[config.mk]
export PLATFORM = sky130hd
export DESIGN_NAME = bus_decoder_bank_switch_oam_dma_unit
export DESIGN_NICKNAME = d
export VERILOG_FILES = /design/src/design/bdbs_pkg.sv /design/src/design/bdbs_decode.sv /design/src/design/bdbs_route.sv /design/src/design/bus_decoder_bank_switch_oam_dma_unit.sv
export SDC_FILE = /design/constraint.sdc
export NUM_CORES = 1
export LEC_CHECK = 0
export ABC_AREA = 1
export BUFFER_PORTS_ARGS = -buffer_cell sky130_fd_sc_hd__buf_2
export CORE_MARGIN = 2
export CORE_UTILIZATION = 50
export DETAILED_ROUTE_END_ITERATION = 10
export GPL_TIMING_DRIVEN = 1
export PLACE_DENSITY = 0.73
export SLEW_MARGIN = 10
export SYNTH_ARGS = -nofsm -noshare
export SYNTH_HDL_FRONTEND = slang
export SYNTH_SLANG_ARGS = --single-unit
[constraint.sdc]
create_clock -name clock -period 5.3 [get_ports clock]
set_input_delay 0 -clock clock [delete_from_list [all_inputs] [get_ports clock]]
set_output_delay 0 -clock clock [all_outputs]
set_load 0.005 [all_outputs]
[src/design/bdbs_pkg.sv]
package bdbs_pkg;

   localparam int BANK_BITS   = 5;
   localparam int LOCAL_WIDTH = 19;
   localparam logic [8:0] OAM_BYTES = 9'd160;

   // bus map boundaries
   localparam logic [15:0] ADDR_ROM_BASE       = 16'h0000;
   localparam logic [15:0] ADDR_BANK_SEL_BASE  = 16'h2000;
   localparam logic [15:0] ADDR_BANKED_BASE    = 16'h4000;
   localparam logic [15:0] ADDR_MODE_SEL_BASE  = 16'h6000;
   localparam logic [15:0] ADDR_VIDEO_BASE     = 16'h8000;
   localparam logic [15:0] ADDR_CART_RAM_BASE  = 16'hA000;
   localparam logic [15:0] ADDR_WORK_RAM_BASE  = 16'hC000;
   localparam logic [15:0] ADDR_ECHO_BASE      = 16'hE000;
   localparam logic [15:0] ADDR_OAM_BASE       = 16'hFE00;
   localparam logic [15:0] ADDR_OAM_END        = 16'hFEA0;
   localparam logic [15:0] ADDR_JOYPAD         = 16'hFF00;
   localparam logic [15:0] ADDR_IO_FIRST       = 16'hFF01;
   localparam logic [15:0] ADDR_SOUND_BASE     = 16'hFF10;
   localparam logic [15:0] ADDR_SOUND_LAST     = 16'hFF3F;
   localparam logic [15:0] ADDR_LCD_BASE       = 16'hFF40;
   localparam logic [15:0] ADDR_DMA_REG        = 16'hFF46;
   localparam logic [15:0] ADDR_LCD_END        = 16'hFF4C;

   localparam logic [7:0] CART_SWITCH_LO = 8'd1;
   localparam logic [7:0] CART_SWITCH_HI = 8'd3;

   typedef enum logic [1:0] {
      OP_READ  = 2'd0,
      OP_WRITE = 2'd1,
      OP_TICK  = 2'd2
   } op_type;

   typedef enum logic [1:0] {
      KIND_NONE  = 2'd0,
      KIND_READ  = 2'd1,
      KIND_WRITE = 2'd2,
      KIND_COPY  = 2'd3
   } kind_type;

   typedef enum logic [2:0] {
      TGT_NONE     = 3'd0,
      TGT_ROM      = 3'd1,
      TGT_VIDEO    = 3'd2,
      TGT_CART_RAM = 3'd3,
      TGT_WORK_RAM = 3'd4
   } target_type;

   typedef struct packed {
      target_type             target;
      logic [LOCAL_WIDTH-1:0] local_addr;
      logic                   answer_ff;
      logic                   bad_access;
   } route_type;

   typedef struct packed {
      kind_type               kind;
      target_type             target;
      logic [LOCAL_WIDTH-1:0] local_addr;
      logic [7:0]             data_out;
      logic [7:0]             oam_offset;
      logic                   answer_ff;
      logic                   bad_access;
   } result_type;

   typedef struct packed {
      logic [BANK_BITS-1:0] rom_bank;
      logic                 copy_active;
      logic [15:0]          copy_address;
   } state_type;

endpackage

[src/design/bdbs_decode.sv]
module bdbs_decode import bdbs_pkg::*; (
   input  logic [15:0]          addr,
   input  logic [BANK_BITS-1:0] rom_bank,
   output route_type            route
);

   always_comb begin
      route = '0;
      case (addr) inside
         [ADDR_ROM_BASE : ADDR_BANKED_BASE - 16'd1]: begin
            route.target     = TGT_ROM;
            route.local_addr = LOCAL_WIDTH'(addr);
         end
         [ADDR_BANKED_BASE : ADDR_VIDEO_BASE - 16'd1]: begin
            // offset inside the window is below 0x4000, so bank and offset just abut
            route.target     = TGT_ROM;
            route.local_addr = LOCAL_WIDTH'({rom_bank, addr[13:0]});
         end
         [ADDR_VIDEO_BASE : ADDR_CART_RAM_BASE - 16'd1]: begin
            route.target     = TGT_VIDEO;
            route.local_addr = LOCAL_WIDTH'(addr);
         end
         [ADDR_CART_RAM_BASE : ADDR_WORK_RAM_BASE - 16'd1]: begin
            route.target     = TGT_CART_RAM;
            route.local_addr = LOCAL_WIDTH'(16'(addr - ADDR_CART_RAM_BASE));
         end
         [ADDR_WORK_RAM_BASE : ADDR_ECHO_BASE - 16'd1]: begin
            route.target     = TGT_WORK_RAM;
            route.local_addr = LOCAL_WIDTH'(16'(addr - ADDR_WORK_RAM_BASE));
         end
         [ADDR_ECHO_BASE : ADDR_OAM_BASE - 16'd1]: begin
            route.target     = TGT_WORK_RAM;
            route.local_addr = LOCAL_WIDTH'(16'(addr - ADDR_ECHO_BASE));
         end
         [ADDR_OAM_BASE : ADDR_OAM_END - 16'd1],
         ADDR_JOYPAD,
         [ADDR_LCD_BASE : ADDR_LCD_END - 16'd1]: begin
            route.target     = TGT_VIDEO;
            route.local_addr = LOCAL_WIDTH'(addr);
         end
         [ADDR_SOUND_BASE : ADDR_SOUND_LAST]: begin
            route.answer_ff = 1'b1;
         end
         default: begin
            // unconnected IO and unmapped space
            route.answer_ff  = 1'b1;
            route.bad_access = 1'b1;
         end
      endcase
   end

endmodule

[src/design/bdbs_route.sv]
module bdbs_route import bdbs_pkg::*; (
   input  op_type      op,
   input  logic [15:0] addr,
   input  logic [7:0]  wdata,
   input  logic [7:0]  cart_type,
   input  state_type   state,
   output result_type  result,
   output state_type   state_next
);

   logic [15:0]          eff_addr;
   logic [15:0]          dec_addr;
   route_type            dec;
   logic                 switchable;
   logic                 bank_sel_hit;
   logic                 rom_write_ok;
   logic [BANK_BITS-1:0] new_bank;
   logic [8:0]           off_next;

   // CPU accesses are steered onto the OAM byte being copied
   assign eff_addr = (state.copy_active && (op == OP_READ || op == OP_WRITE)) ?
                     16'(ADDR_OAM_BASE + {8'h00, state.copy_address[7:0]}) : addr;
   assign dec_addr = (op == OP_TICK) ? state.copy_address : eff_addr;

   bdbs_decode u_decode (
      .addr     (dec_addr),
      .rom_bank (state.rom_bank),
      .route    (dec)
   );

   assign switchable   = cart_type inside {[CART_SWITCH_LO : CART_SWITCH_HI]};
   assign bank_sel_hit = switchable && eff_addr >= ADDR_BANK_SEL_BASE &&
                         eff_addr < ADDR_BANKED_BASE;
   assign rom_write_ok = eff_addr < ADDR_BANK_SEL_BASE || bank_sel_hit ||
                         (switchable && eff_addr >= ADDR_MODE_SEL_BASE);
   assign new_bank     = wdata[BANK_BITS-1:0];
   assign off_next     = {1'b0, state.copy_address[7:0]} + 9'd1;

   always_comb begin
      result     = '0;
      state_next = state;
      case (op)
         OP_READ: begin
            result.kind       = KIND_READ;
            result.target     = dec.target;
            result.local_addr = dec.local_addr;
            result.answer_ff  = dec.answer_ff;
            result.bad_access = dec.bad_access;
         end
         OP_WRITE: begin
            if (eff_addr < ADDR_VIDEO_BASE) begin
               if (bank_sel_hit) begin
                  state_next.rom_bank = (new_bank == '0) ? BANK_BITS'(1) : new_bank;
               end
               result.bad_access = !rom_write_ok;
            end else if (eff_addr >= ADDR_IO_FIRST && eff_addr < ADDR_LCD_BASE) begin
               // sound writes are dropped quietly, the rest of this IO is flagged
               result.bad_access = !(eff_addr inside {[ADDR_SOUND_BASE : ADDR_SOUND_LAST]});
            end else if (eff_addr == ADDR_DMA_REG) begin
               state_next.copy_active  = 1'b1;
               state_next.copy_address = {wdata, 8'h00};
            end else if (dec.target == TGT_NONE) begin
               result.bad_access = 1'b1;
            end else begin
               result.kind       = KIND_WRITE;
               result.target     = dec.target;
               result.local_addr = dec.local_addr;
               result.data_out   = wdata;
            end
         end
         OP_TICK: begin
            if (state.copy_active) begin
               result.kind             = KIND_COPY;
               result.target           = dec.target;
               result.local_addr       = dec.local_addr;
               result.answer_ff        = dec.answer_ff;
               result.bad_access       = dec.bad_access;
               result.oam_offset       = state.copy_address[7:0];
               state_next.copy_address = state.copy_address + 16'd1;
               if (off_next >= OAM_BYTES) begin
                  state_next.copy_active = 1'b0;
               end
            end
         end
         default: begin
            result = '0;
         end
      endcase
   end

endmodule

[src/design/bus_decoder_bank_switch_oam_dma_unit.sv]
// Path: a transaction is captured in the input register, then decoded into the result
// register when that register is free; rsp is driven straight from the result register.
// Throughput: one transaction per cycle; the result register stalls only on rsp_tready.
// Reset (synchronous): ROM bank 1, OAM copy idle, cartridge type 0, both stages empty.
module bus_decoder_bank_switch_oam_dma_unit import bdbs_pkg::*; (
   input  logic        clock,
   input  logic        reset,
   input  logic        csr_wr_en,
   input  logic [7:0]  csr_wr_data,   // cartridge_type
   input  logic        req_tvalid,
   output logic        req_tready,
   input  logic [23:0] req_tdata,     // [15:0] address, [23:16] write_data
   input  logic [1:0]  req_tuser,     // [1:0] operation
   output logic        rsp_tvalid,
   input  logic        rsp_tready,
   output logic [39:0] rsp_tdata,     // [2:0] target, [21:3] local_address,
                                      // [29:22] data_out, [37:30] oam_offset,
                                      // [38] answer_ff, [39] bad_access
   output logic [1:0]  rsp_tuser      // [1:0] kind
);

   logic                 in_valid_ff;
   logic [1:0]           in_op_ff;
   logic [15:0]          in_addr_ff;
   logic [7:0]           in_data_ff;
   logic [7:0]           cart_type_ff;
   logic [BANK_BITS-1:0] rom_bank_ff;
   logic                 copy_active_ff;
   logic [15:0]          copy_address_ff;
   logic                 rsp_valid_ff;
   result_type           rsp_ff;

   logic                 in_valid_in;
   logic                 rsp_valid_in;
   logic                 advance;
   state_type            state;
   state_type            state_next;
   result_type           result;

   assign advance    = in_valid_ff && (!rsp_valid_ff || rsp_tready);
   assign req_tready = !in_valid_ff || advance;

   assign state = '{rom_bank: rom_bank_ff, copy_active: copy_active_ff,
                    copy_address: copy_address_ff};

   bdbs_route u_route (
      .op         (op_type'(in_op_ff)),
      .addr       (in_addr_ff),
      .wdata      (in_data_ff),
      .cart_type  (cart_type_ff),
      .state      (state),
      .result     (result),
      .state_next (state_next)
   );

   always_comb begin
      in_valid_in  = in_valid_ff;
      rsp_valid_in = rsp_valid_ff;
      if (req_tready) begin
         in_valid_in = req_tvalid;
      end
      if (advance) begin
         rsp_valid_in = 1'b1;
      end else if (rsp_tready) begin
         rsp_valid_in = 1'b0;
      end
   end

   always_ff @(posedge clock) begin
      if (reset) begin
         in_valid_ff     <= 1'b0;
         rsp_valid_ff    <= 1'b0;
         cart_type_ff    <= '0;
         rom_bank_ff     <= BANK_BITS'(1);
         copy_active_ff  <= 1'b0;
         copy_address_ff <= '0;
      end else begin
         in_valid_ff  <= in_valid_in;
         rsp_valid_ff <= rsp_valid_in;
         if (csr_wr_en) begin
            cart_type_ff <= csr_wr_data;
         end
         if (advance) begin
            rom_bank_ff     <= state_next.rom_bank;
            copy_active_ff  <= state_next.copy_active;
            copy_address_ff <= state_next.copy_address;
         end
      end
   end

   always_ff @(posedge clock) begin
      if (req_tready && req_tvalid) begin
         in_op_ff   <= req_tuser;
         in_addr_ff <= req_tdata[15:0];
         in_data_ff <= req_tdata[23:16];
      end
      if (advance) begin
         rsp_ff <= result;
      end
   end

   assign rsp_tvalid = rsp_valid_ff;
   assign rsp_tuser  = rsp_ff.kind;
   assign rsp_tdata  = {rsp_ff.bad_access, rsp_ff.answer_ff, rsp_ff.oam_offset,
                        rsp_ff.data_out, rsp_ff.local_addr, rsp_ff.target};

   a_bank_nonzero: assert property (@(posedge clock) disable iff (reset)
      rom_bank_ff != '0)
      else $error("ROM bank register holds zero");

   a_copy_offset_range: assert property (@(posedge clock) disable iff (reset)
      copy_active_ff |-> ({1'b0, copy_address_ff[7:0]} < OAM_BYTES))
      else $error("OAM copy running past its last byte");

   a_copy_needs_active: assert property (@(posedge clock) disable iff (reset)
      advance && result.kind == KIND_COPY |-> copy_active_ff)
      else $error("copy command issued with no copy running");

   a_write_routed: assert property (@(posedge clock) disable iff (reset)
      advance && result.kind == KIND_WRITE |-> !result.answer_ff && result.target != TGT_NONE)
      else $error("device write without a device");

   a_result_loaded: assert property (@(posedge clock) disable iff (reset)
      advance |=> rsp_valid_ff)
      else $error("decoded transaction lost before the result register");

endmodule

==> reports/results.ini, run 1 <==
[run_status]
outcome = finished, final reports clean

[timing]
finalCritPeriodShare = 0.7031
slew_headroom = 0.3210
finalMaxSlewViolations = 0
finalHoldViolCount = 0
worst_slew_pin_slew_ns = 1.017
finalSetupViolCount = 0
max_freq_ghz = 0.2683
skew_ns = 0.01289
tns_ns = 0
grt_setup_unrepaired = false
setup_ws_ns = 1.573
min_period_ns = 3.727

[place]
post-place-ws_ns = 1.603
portBuffers = 82
place_congestion = 0.9133
hpwl_mm = 10.02

[setup_path]
cp_cell_sequence = nand2_8, inv_4, o21ai_1, inv_1, ha_1, nand3_2, nor2_2, inv_2, nand2_1, nand2_1, nand2_2, nor2_4, nand2_8, nand2_8, nand2_8, nand3_4, nor2_1
crit_type = flop to flop
slowest_stage = edfxtp_1
crit_path_max_incr_delay_ns = 0.60
crit_arrival_ns = 3.85
crit_path_frequent_cell = nand2_8
cp-end-kind = flop
crit_required_ns = 5.42
startpoint_type = flop
crit_path_max_fanout = 34

[synth]
synthTopCellsByArea = edfxtp_1 (36%), dfxtp_1 (11%), nand2_1 (8.5%), nor2_1 (5.8%), nand3_1 (4.9%)
synth_top_area_share = 0.3645
ys.flop_type = edfxtp_1
syn_inst = 659
synth_common_cells = nand2_1 (127), nor2_1 (86), inv_1 (70)
syn_avg_cell_area_um2 = 8.500
synth.distinct_cells = 44
synth_seq_cells = 100
synth_fp_nets = 708
synthArstFlopShare = 0
synth.largest_area_cell = edfxtp_1
seq_area_frac_synth = 0.4789
syn_area_mm2 = 0.005602
synth_edf_count = 68
yosys_warnings = 0
yosysMostFrequentCell = nand2_1

[floorplan]
dieArea_mm2 = 0.01207
start_util = 0.5145
io_pins = 83
die_x_um = 109.8
die_y_um = 109.8
core_mm2 = 0.01089
rows = 38

[cells_and_area]
final_layout_size_suffix_gt1_frac = 0.2274
n_antenna_cell = 0
synthToLayoutAreaGrowth_pct = 20.26
layout.nets = 831
fin_util = 0.6187

[clock_network]
h-tree-depth = 3
cts_root_buf = clkbuf_8
cts_tree = done
clk_transition_reported_paths_ns = 0.10
cts.sinks = 100
cts_resized = 0
clock_path_buffers = 2
cts_buffers = 9
clk_latency_ns = 0.38

[global_route]
grt_pass1_vias = 4766
grt_usage = 0.2514
grt_pass1_wl_mm = 23.04
antenna_found_initial = 0
grt_max_degree = 44
gr-total-overflow = 0

[power_and_ir_drop]
switching_share = 0.2848
powerDensity_mw_per_mm2 = 249.6
intPower_mw = 1.203
p_sw_uw = 478.9
leakagePower_nw = 2.949
pwr-share-comb = 0.166
ir_drop_uv = 189.7
p_seq_frac = 0.530
power_frac_clock = 0.304

[routing]
drt_iter0_drc = 421
wirelength_mm = 14.20
first_pass_iters = 5
wl_per_cell_um = 15.32
detail-route-antenna-nets = 0
via_per_inst = 5.292
route.detailed.drc = 0
vias = 4906

[worst_hold_path]
hold_class = input pin to flop

[run]
cap_violations = 0

==> final timing paths <==
kind | start | end | slack, ns | cells after the start
min | req_tdata[16] | in_data_ff[0] | 0.32 | 2
max | in_op_ff[1] | rsp_tdata[8] | 1.57 | 17
max reg2reg | in_op_ff[1] | rsp_tdata[8] | 1.57 | 17
min reg2reg | rom_bank_ff[4] | rom_bank_ff[4] | 0.52 | 2
==> worst max-delay path, delay by kind of cell (launching register included) <==
kind	cells	cell delay (ns)
buf+inv	3	0.48
compound gates	1	0.59
simple gates	12	1.47
fa+ha+maj	1	0.29
flops	1	0.60
==> per-layer routing <==
metal  up-vias  GRT usage  part of all wire  routed length (um)
li1       2417          -                 -                   -
met1      2289     0.3318              0.45                6322
met2       173     0.4128              0.47                6688
met3        27    0.04446             0.059                 837
met4         0    0.09222             0.025                 350
met5         -          0                 0                   0
==> repair_timing <==
action                                 4_1_cts  5_1_grt
buffers inserted                             0        0
endpoints found under the hold margin       44        1
hold buffers                                46        1
==> cells by family (layout without fill, tap and decap cells) <==
| family | count (synthesis) | in the layout | share of synthesized area |
|---|---|---|---|
| buffers and inverters | 100 | 228 | 0.08063 |
| flip-flops | 100 | 100 | 0.4789 |
| adder cells (fa/ha/maj) | 10 | 10 | 0.02234 |
| AO/OA/AOI/OAI | 82 | 82 | 0.08041 |
| XOR/XNOR | 7 | 7 | 0.01095 |
| AND/OR/NAND/NOR | 360 | 360 | 0.3268 |
==> registers in the layout (all words and copies together), names as in the netlist <==
name and flops:
copy_address_ff 16, in_op_ff 2, copy_active_ff 1, rsp_tdata 40, in_data_ff 8, rsp_tvalid 1, rsp_tuser 2, rom_bank_ff 5
in_addr_ff 16, in_valid_ff 1, cart_type_ff 8
==> cells in the final DEF, fill, tap and decap left out, types with 6 or more instances in the layout <==
cell,Yosys,final
nand2_1,127,127
nor2_1,86,86
buf_2,3,82
inv_1,70,70
edfxtp_1,68,68
nand3_1,55,55
dlygate4sd3_1,0,47
a21oi_1,32,32
dfxtp_1,32,32
nand2_2,31,31
o21ai_0,30,30
nor2_4,12,12
nand4_1,10,10
ha_1,10,10
clkbuf_8,0,9
inv_2,8,8
xor2_1,7,7
nand2_4,6,6
nand3_2,6,6
==> metrics by stage <==
stage                     power [mW]  cells  area [um2]  hold slack [ns]
after global placement         1.150    864        6062           0.1764
after CTS                      1.686    926        6726          0.01011
final                          1.682    927        6736           0.3234
after floorplan                1.084    659        5602          0.07847
after detailed placement       1.155    864        6062           0.1781
after global routing           1.755    927        6736           0.3228
==> area by class of cell <==
class / instances / area [um2]
Fill cell: 924 / 4151
Sequential cell: 100 / 2683
Multi-Input combinational cell: 459 / 2467
Timing Repair Buffer: 131 / 895.9
Inverter: 81 / 311.5
Tap cell: 140 / 175.2
Clock buffer: 9 / 123.9
Clock inverter: 7 / 80.08
==> power by group through the flow <==
stage          clock network (mW)  logic (mW)  registers [mW]
5_1_grt                     0.547       0.312           0.895
4_1_cts                     0.521       0.274           0.890
3_5_place_dp                    0       0.246           0.908
6_report                    0.511       0.279           0.891
3_3_place_gp                    0       0.243           0.907
2_1_floorplan                   0       0.180           0.904
(Power assumes the default switching activity.)
==> run 2, diff against run 1 <==
==> constraint.sdc (replaced) <==
create_clock -name clock -period 3.8 [get_ports clock]
set_input_delay 0 -clock clock [delete_from_list [all_inputs] [get_ports clock]]
set_output_delay 0 -clock clock [all_outputs]
set_load 0.005 [all_outputs]
==> reports/results.ini, run 2 (synthesized netlist as in run 1, its figures left out) <==
[place]
post-place-ws_ns = 0.5923  ; was 1.603 ns
dpl_cell_area_mm2 = 0.006085  ; was 0.006062 mm2
hpwl_mm = 10.34  ; was 10.02 mm
place_congestion = 0.9663  ; was 0.9133
placedCellCount = 867  ; was 864
portBuffers = 82  ; unchanged

[timing]
setup_ws_ns = 0.5434  ; was 1.573 ns
slew_headroom = 0.3123  ; was 0.3210
finalHoldViolCount = 0  ; unchanged
finalMaxSlewViolations = 0  ; unchanged
skew_ns = 0.01726  ; was 0.01289 ns
tns_ns = 0  ; unchanged
finalSetupViolCount = 0  ; unchanged
max_freq_ghz = 0.3071  ; was 0.2683 GHz
min_period_ns = 3.257  ; was 3.727 ns
finalCritPeriodShare = 0.8570  ; was 0.7031
grt_setup_unrepaired = false  ; unchanged
worst_slew_pin_slew_ns = 1.030  ; was 1.017 ns

[power_and_ir_drop]
ir_drop_uv = 192.5  ; was 189.7 uV
leakagePower_nw = 2.954  ; was 2.949 nW
powerDensity_mw_per_mm2 = 339.5  ; was 249.6 mW/mm2

[clock_network]
clk_latency_ns = 0.38  ; about the same
cts_root_buf = clkbuf_8  ; unchanged
cts_tree = done  ; unchanged
h-tree-depth = 3  ; unchanged
cts.sinks = 100  ; unchanged
clk_transition_reported_paths_ns = 0.10  ; about the same
cts_buffers = 9  ; unchanged
cts_setup_buffers = 0  ; unchanged
clock_path_buffers = 2  ; unchanged

[setup_path]
r2r_slack_ns = 0.54  ; was 1.57 ns
crit_path_max_incr_delay_ns = 0.65  ; was 0.60 ns
startpoint_type = flop  ; unchanged
cp-end-kind = flop  ; unchanged
crit_arrival_ns = 3.37  ; was 3.85 ns
crit_path_frequent_cell = nand2_8  ; unchanged
rr_worst_depth = 18  ; was 17
crit_required_ns = 3.91  ; was 5.42 ns
slowest_stage = edfxtp_1  ; unchanged
r2r_end = rsp_tdata[8]  ; unchanged
cp_cell_sequence = nand2_8, inv_4, nand2_1, o21ai_1, inv_1, ha_1, nand3_2, nor2_2, inv_2, nand2_1, nand2_1, nand2_2, nor2_4, nand2_8, nand2_8, nand2_8, nand3_4, nor2_1  ; was nand2_8, inv_4, o21ai_1, inv_1, ha_1, nand3_2, nor2_2, inv_2, nand2_1, nand2_1, nand2_2, nor2_4, nand2_8, nand2_8, nand2_8, nand3_4, nor2_1
timing.rr.start = in_op_ff[1]  ; unchanged
crit_path_max_fanout = 28  ; was 34
crit_type = flop to flop  ; unchanged

[cells_and_area]
final_layout_size_suffix_gt1_frac = 0.2291  ; was 0.2274
layout.cells.non_filler = 930  ; was 927
final_cell_area_mm2 = 0.006739  ; was 0.006736 mm2
layout.nets = 834  ; was 831
fin_util = 0.6189  ; was 0.6187
n_antenna_cell = 0  ; unchanged
synthToLayoutAreaGrowth_pct = 20.30  ; was 20.26%
mostFrequentLayoutCells = nand2_1 (127), nor2_1 (86), buf_2 (82), inv_1 (70), edfxtp_1 (68)  ; unchanged
fill_cells = 949  ; was 924
largest_reg_flops = 40  ; unchanged
final_common_cell = nand2_1  ; unchanged

[floorplan]
core_mm2 = 0.01089  ; unchanged
dieArea_mm2 = 0.01207  ; unchanged
rows = 38  ; unchanged
die_y_um = 109.8  ; unchanged
die_x_um = 109.8  ; unchanged
io_pins = 83  ; unchanged
start_util = 0.5145  ; unchanged

[routing]
wl_per_cell_um = 15.46  ; was 15.32 um
first_pass_iters = 6  ; was 5
route.detailed.drc = 0  ; unchanged
vias = 4947  ; was 4,906
wirelength_mm = 14.38  ; was 14.20 mm
drt_iter0_drc = 509  ; was 421
via_per_inst = 5.319  ; was 5.292
detail-route-antenna-nets = 0  ; unchanged

[worst_hold_path]
min_to = in_addr_ff[7]  ; was in_data_ff[0]
hp-start = req_tdata[7]  ; was req_tdata[16]
hold_path_depth = 2  ; unchanged
hold_class = input pin to flop  ; unchanged

[run_status]
outcome = finished, final reports clean  ; unchanged

[global_route]
gr-total-overflow = 0  ; unchanged
grt_pass1_vias = 4610  ; was 4,766
grt_max_degree = 29  ; was 44
grt_pass1_wl_mm = 22.77  ; was 23.04 mm
antenna_found_initial = 0  ; unchanged
grt_usage = 0.2488  ; was 0.2514

[run]
cap_violations = 0  ; unchanged

-- run 2: cell count changes in the layout (fill, tap and decap cells not counted) --
cell       before  now
clkinv_4        0    1
bufinv_16       1    0
clkinv_2        1    0
inv_8           1    0
buf_4           2    5
clkbuf_8        9   10
clkbuf_1        0    1
-- run 2: how the worst max path moves through the flow --
stage / start / to / slack, ns / depth (start not counted)
final: in_op_ff[1] / rsp_tdata[8] / 0.54 / 18
after global routing: in_op_ff[1] / rsp_tdata[8] / 0.24 / 19
after CTS: in_op_ff[1] / rsp_tdata[8] / 0.55 / 18
after detailed placement: in_op_ff[1] / rsp_tdata[8] / 0.59 / 18
after global placement: in_op_ff[1] / rsp_tdata[8] / 0.66 / 18
after floorplan: in_op_ff[0] / rsp_tdata[10] / 0.58 / 22
-- run 2: per-stage QoR --
step                      power [mW]  hold WS, ns
after global placement         1.607       0.1770
after detailed placement       1.616       0.1781
after global routing           2.386       0.3177
after floorplan                1.512      0.07847
final                          2.288       0.3182
after CTS                      2.295       0.3106
-- run 2: what timing repair did --
action / CTS / global route
hold buffers: 47 / 0
gates resized for setup: 0 / 0
endpoints found under the hold margin: 42 / 0
-- run 2: per-layer routing --
layer,wire length (um),vias up,GRT usage
li1,-,2424,-
met1,6353,2306,0.3380
met2,6765,195,0.4014
met3,967,22,0.03616
met4,291,0,0.09494
met5,0,-,0
-- run 2: where the power goes --
part           total [mW]  switching (mW)  leakage (nW)  internal [mW]
Sequential           1.24          0.0258         0.909           1.22
Clock               0.651           0.386        0.0909          0.265
Combinational       0.395           0.247          1.95          0.148
Total                2.29           0.659          2.95           1.63
-- run 2: cell type report --
type	instances	area, um2	share of cell area
tap	140	175.2	0.02599
clock inverter	5	42.54	0.006313
sequential	100	2683	0.3981
timing repair buffer	134	918.4	0.1363
clock buffer	11	141.4	0.02098
multi-input combinational	459	2467	0.3661
inverter	81	311.5	0.04623
-- run 2: worst max-delay path, delay by kind of cell (launching register included) --
family	cells	cell delay (ns)
AO/OA/AOI/OAI	1	0.11
adder cells (fa/ha/maj)	1	0.26
buffers and inverters	3	0.44
flip-flops	1	0.65
AND/OR/NAND/NOR	13	1.50
